## src/hw/rtl/cli_pkg.sv

```systemverilog
// Types and constants shared by the calibrated loop interpolator modules.
package cli_pkg;

   localparam int PCT_W   = 7;
   localparam int LOOPS_W = 31;
   localparam int CPU_W4  = 4;
   localparam int PIDX_W  = 4;
   // Dividend of the interpolation: 31-bit loop difference times 7-bit offset.
   localparam int PROD_W  = LOOPS_W + PCT_W;

   typedef enum logic {
      CMD_LOAD  = 1'b0,
      CMD_QUERY = 1'b1
   } cmd_type;

   typedef enum logic [2:0] {
      STS_INTERP     = 3'd0,
      STS_EXACT      = 3'd1,
      STS_CLAMP_HIGH = 3'd2,
      STS_CLAMP_LOW  = 3'd3,
      STS_INVALID    = 3'd4
   } status_type;

   typedef struct packed {
      cmd_type                    cmd;
      logic signed [CPU_W4-1:0]   cpu;
      logic [PIDX_W-1:0]          point_index;
      logic [PCT_W-1:0]           percent;
      logic [LOOPS_W-1:0]         loops;
      logic                       last_point;
   } req_type;

   typedef struct packed {
      logic [LOOPS_W-1:0] loop_count;
      status_type         status;
   } rsp_type;

   typedef enum logic [1:0] {
      RD_LAST,
      RD_FIRST,
      RD_SCAN
   } rd_sel_type;

   typedef enum logic [1:0] {
      EMIT_ZERO,
      EMIT_POINT,
      EMIT_QUOT
   } emit_sel_type;

   typedef enum logic [3:0] {
      S_IDLE,
      S_CHECK,
      S_EV_LAST,
      S_EV_FIRST,
      S_RD_SCAN,
      S_EV_SCAN,
      S_MUL,
      S_DIV,
      S_FIN
   } state_type;

   typedef struct packed {
      logic         accept;
      logic         scan_clr;
      logic         rd_en;
      rd_sel_type   rd_sel;
      logic         scan_step;
      logic         mul;
      logic         div_step;
      logic         emit;
      emit_sel_type emit_sel;
      status_type   emit_status;
   } ctl_type;

   typedef struct packed {
      logic query_ok;
      logic above;
      logic below;
      logic equal;
      logic scan_last;
      logic div_done;
   } sts_type;

endpackage

```

## src/hw/rtl/cli_ctrl.sv

```systemverilog
// Sequencing state machine of the calibrated loop interpolator.
module cli_ctrl (
   input  logic              clock,
   input  logic              reset,
   input  logic              start,
   input  cli_pkg::cmd_type  cmd,
   input  cli_pkg::sts_type  sts,
   output logic              busy,
   output cli_pkg::ctl_type  ctl
);
   import cli_pkg::*;

   state_type state_ff, state_in;

   always_ff @(posedge clock) begin
      if (reset) begin
         state_ff <= S_IDLE;
      end else begin
         state_ff <= state_in;
      end
   end

   always_comb begin
      state_in        = state_ff;
      ctl             = '0;
      ctl.rd_sel      = RD_SCAN;
      ctl.emit_sel    = EMIT_ZERO;
      ctl.emit_status = STS_INVALID;
      busy            = (state_ff != S_IDLE);
      unique case (state_ff)
         S_IDLE: begin
            ctl.accept = start;
            if (start && cmd == CMD_QUERY) begin
               state_in = S_CHECK;
            end
         end
         S_CHECK: begin
            ctl.scan_clr = 1'b1;
            if (!sts.query_ok) begin
               ctl.emit = 1'b1;
               state_in = S_IDLE;
            end else begin
               ctl.rd_en  = 1'b1;
               ctl.rd_sel = RD_LAST;
               state_in   = S_EV_LAST;
            end
         end
         S_EV_LAST: begin
            if (sts.above) begin
               ctl.emit        = 1'b1;
               ctl.emit_sel    = EMIT_POINT;
               ctl.emit_status = STS_CLAMP_HIGH;
               state_in        = S_IDLE;
            end else begin
               ctl.rd_en  = 1'b1;
               ctl.rd_sel = RD_FIRST;
               state_in   = S_EV_FIRST;
            end
         end
         S_EV_FIRST: begin
            if (sts.below) begin
               ctl.emit        = 1'b1;
               ctl.emit_sel    = EMIT_POINT;
               ctl.emit_status = STS_CLAMP_LOW;
               state_in        = S_IDLE;
            end else begin
               ctl.rd_en = 1'b1;
               state_in  = S_EV_SCAN;
            end
         end
         S_RD_SCAN: begin
            ctl.rd_en = 1'b1;
            state_in  = S_EV_SCAN;
         end
         S_EV_SCAN: begin
            ctl.scan_step = 1'b1;
            priority if (sts.equal) begin
               ctl.emit        = 1'b1;
               ctl.emit_sel    = EMIT_POINT;
               ctl.emit_status = STS_EXACT;
               state_in        = S_IDLE;
            end else if (sts.scan_last) begin
               state_in = S_MUL;
            end else begin
               state_in = S_RD_SCAN;
            end
         end
         S_MUL: begin
            ctl.mul  = 1'b1;
            state_in = S_DIV;
         end
         S_DIV: begin
            ctl.div_step = 1'b1;
            if (sts.div_done) begin
               state_in = S_FIN;
            end
         end
         S_FIN: begin
            ctl.emit        = 1'b1;
            ctl.emit_sel    = EMIT_QUOT;
            ctl.emit_status = STS_INTERP;
            state_in        = S_IDLE;
         end
         default: begin
            state_in = S_IDLE;
         end
      endcase
   end

endmodule

```

## config.mk

```make
export PLATFORM = sky130hd
export DESIGN_NAME = cli_ctrl
export DESIGN_NICKNAME = d
export VERILOG_FILES = /design/src/hw/rtl/cli_pkg.sv /design/src/hw/rtl/cli_ctrl.sv
export SDC_FILE = /design/constraint.sdc
export NUM_CORES = 1
export LEC_CHECK = 0
export BUFFER_PORTS_ARGS = -buffer_cell sky130_fd_sc_hd__buf_2
export CELL_PAD_IN_SITES_DETAIL_PLACEMENT = 0
export CELL_PAD_IN_SITES_GLOBAL_PLACEMENT = 1
export CORE_AREA = 2 2 43 45
export CTS_CLUSTER_DIAMETER = 120
export DETAILED_ROUTE_END_ITERATION = 7
export DIE_AREA = 0 0 45 47
export PLACE_DENSITY = 0.82
export SLEW_MARGIN = 30
export SYNTH_ARGS = -nofsm -noshare
export SYNTH_HDL_FRONTEND = slang
export SYNTH_SLANG_ARGS = --single-unit
export TNS_END_PERCENT = 1
```

## constraint.sdc

```tcl
create_clock -name clock -period 3.5 [get_ports clock]
set_input_delay 0.525 -clock clock [delete_from_list [all_inputs] [get_ports clock]]
set_output_delay 0.525 -clock clock [all_outputs]
set_load 0.01 [all_outputs]
```

==> results.txt <==
* CTS tree: done
- Starting DRC count in detailed routing: 10
- Worst min path class: in2reg
- Max-cap violations: 0
- Counting tap cells, the placed design contains a total of between 100 and 150 instances.
* Post-Synthesis Cells: 67
- Worst setup SP type: flip-flop
* Clock slew at the register clock pins of the worst setup and hold paths: 40 ps
- For this run, the number of Yosys warnings is 0.
- Total of fill cells in the finished design: 183
- Antenna fix cells: 0
- Post-layout instance count excluding filler cells: 105
* Net count after synthesis: 77
- Initial standard-cell utilization of the core: between 20% and 30%
* Die span in y: 47 um
- In the final layout, the share of cells above drive strength 1 is a little under two fifths.
- Buffering stage count on the worst path with inverters included: 1
- Hold buffer count at CTS: 0
- The first global-routing pass estimated 2.063 mm of wire.
* Slew Limit Headroom: between 50% and 60%
- Ratio of final minimum period to clock period: 65.59%
- Average instance area after synthesis: 7.320 um2
- Number of hold-slack violations in the final timing report: 0
- Drt drc: 0
- Between clock sinks in the finished design, the worst skew comes to 2.189 ps.
- The worst setup path is of the reg2out kind.
- The number of clock buffers added by TritonCTS is 3.
- Top post-synthesis cells by area: dfxtp_1 (16%), a21oi_1 (7.1%), buf_4 (6.1%)
- The number of max-slew violations in the final report is 0.
* Cell chain of the critical path: nor2b_4 -> o2bb2ai_1 -> and2_1 -> a41o_1 -> buf_2
- Post-CTS setup repair buffer count: 0
- Setup total negative slack on the finished layout was measured at 0 ps.
- Biggest cell delay along the critical path: 770 ps
- Overall power consumption after layout is estimated at 0.2114 mW.
- Registers take 80.08 um2.
* Highest fanout seen on the critical path: 18
* Rows: 15
* Endpoint class of the critical path: output port
- Measured along the x axis, the die boundary spans between 40 and 50 um.
- The final layout contains 100 nets.
- Across the VDD grid, the largest voltage drop is between 0.1 and 0.15 mV.
- Post-synthesis to final-layout area growth: 23.98%
- Xor and xnor fraction of the mapped netlist area: 0%
* Number of antenna violations at the first check in global routing: 0
- Standard cell core area: 0.001652 mm2
- Detailed placement HPWL: 939.7 um
- Summing the areas of all and, or, nand and nor instances in the mapped netlist gives 47.19% of the synthesized area.
- The clock passes through at most 2 buffers.
- After synthesis the cells add up to between 400 and 500 um2.
- Of all flip-flops after synthesis, the portion carrying an async set or reset was 0%.
- Vias: 533
- In this run the remaining antenna-violating nets after routing total 0.
- Summed over all layers, the routed wires come to ~1.3 mm.
* Area of all placed cells without fillers: a little over 600 um2
- Worst Max-Slew Pin Slew: 710.9 ps
- The die covers 0.002115 mm2.
* Leakage dissipation: 0.2733 nW
- Leading register cell type out of synthesis: dfxtp_1
- The flow ran to the end, and the final reports show no timing, DRC or antenna violations.
* Total clock sinks: 4
* Share of the synthesized area in compound gates (AO/OA/AOI/OAI): a little under a quarter
- Global routing finished with a remaining overflow of 0.
- STA puts the critical path data arrival time at ~1800 ps.
- Across every metal layer, demand over resource in global routing totals 12.91%.
- On the critical path, the stage with the largest delay is an instance of dfxtp_1.
- Detailed-route wire length per cell: 12.17 um
- Synthesis inferred 4 register bits.
- Register name with the most flops: state_ff
- Post-synth cell types: 34
- In this run the power density over the cells is 347.7 mW/mm2.
- Detailed-router iteration count before antenna repair: 4
- Of all cell types, the one taking the most synthesized area is dfxtp_1.
- Unrepaired setup endpoints after global routing: no
- Number of synthesized flops with an enable pin: 0
- In this run the cell area measured after placement is 585.6 um2.
- Sequential cell area fraction in the yosys report: 16.33%
- Final min period: around 2300 ps
- Root buf cell: clkbuf_4
* IO buf count: 24
- Proportion of netlist area held by the largest area contributor: 16.33%
- Count of endpoints failing setup in the final report: 0
- Required time of the worst setup path: 2970 ps
* Vias in the first global route: 453
* Cell class contributing the biggest share of worst-path delay: flip-flops
* Fraction of the mapped netlist area in adder cells: 0%
- Entering global routing, the biggest net connects 19 pins.
- Registers with the highest flip-flop counts: state_ff: 4 flops
- Dividing the detail-routed via count by the number of cells gives 5.076.
- Multiplexer share of the synthesized area: 2.041%
* Final Wtd Congestion: 0.7569
- Based on the critical path, the design can be clocked at up to 435.6 MHz.
- In the final layout, the multi-input gates occupy 356.6 um2.
* Deepest level of the CTS H-tree: 1
- Post-CTS resize count: 0
- During I/O placement, the number of pins put on the boundary was 25.
- The register with the most flip-flops in the layout has 4 of them.
- Clock latency on the worst-skew pair, taken at its later pin, is 230 ps.
- By area, the combinational part of the netlist is dominated by simple AND/OR/NAND/NOR gates.
==> through the flow <==
stage	utilization [%]	hold slack, ps	setup slack (ps)
3_5_place_dp	35.45	704.4	1462
2_1_floorplan	-	561.8	1776
3_3_place_gp	35.45	702.5	1515
6_report	36.82	499.5	1204
4_1_cts	36.82	489.9	1208
5_1_grt	36.82	488.8	1109
==> cell usage in the layout (no fill, tap or decap), types with 2 or more instances in the layout <==
master    synthesis  final
buf_2             1     24
nand2_1           5      5
nor2b_1           2      2
nor3b_1           4      4
clkbuf_4          0      3
nor3_2            2      2
and2_1            2      2
dfxtp_1           4      4
nor2_1            6      6
nor3_1            3      3
a21oi_1           7      7
o21ai_1           2      2
o21ai_0           3      3
inv_1             2      2
==> worst register-to-register path, stage by stage, from the launching register on <==
cell and delay, ps:
dfxtp_1 700, nand2b_2 200, or3_1 400, a31oi_1 130
==> cells in the mapped netlist, types with 2 or more instances <==
| master | n |
|---|---|
| inv_1 | 2 |
| nor3b_1 | 4 |
| nor3_1 | 3 |
| nor2_1 | 6 |
| a21oi_1 | 7 |
| o21ai_1 | 2 |
| buf_4 | 4 |
| o21ai_0 | 3 |
| and2_1 | 2 |
| dfxtp_1 | 4 |
| nand2_1 | 5 |
| nor3_2 | 2 |
| nor2b_1 | 2 |
==> cell type report <==
cell class / instances / area share [%]
Multi-Input combinational cell: 55 / 58.64
Timing Repair Buffer: 24 / 19.75
Sequential cell: 4 / 13.17
Clock buffer: 3 / 3.704
Tap cell: 17 / 3.498
Inverter: 2 / 1.235
==> final timing paths <==
kind               start           to  slack [ps]  cells after the start
max          state_ff[2]       ctl[3]        1200                      5
min                reset  state_ff[0]         500                      2
max reg2reg  state_ff[1]  state_ff[1]        2000                      3
min reg2reg  state_ff[3]  state_ff[2]         710                      1
==> power breakdown <==
part | internal [mW] | total, mW | leakage, nW | switching [mW]
sequential | 0.0502 | 0.0691 | 0.0326 | 0.0189
combinational | 0.0413 | 0.0871 | 0.227 | 0.0457
clock | 0.0382 | 0.0553 | 0.0138 | 0.0171
total | 0.130 | 0.211 | 0.273 | 0.0817
==> logic make-up after synthesis <==
logic type / after synthesis
AO/OA/AOI/OAI: 19
buffers and inverters: 8
flip-flops: 4
multiplexers: 1
AND/OR/NAND/NOR: 35
==> routing by layer <==
layer	vias to the layer above	global-route usage, %	routed length, um
li1	283	-	-
met1	232	18.39	562
met2	18	20.29	639
met3	0	1.923	76
met4	0	3.529	0
met5	-	0	0
Note: power is estimated with default switching activity, not from simulation.
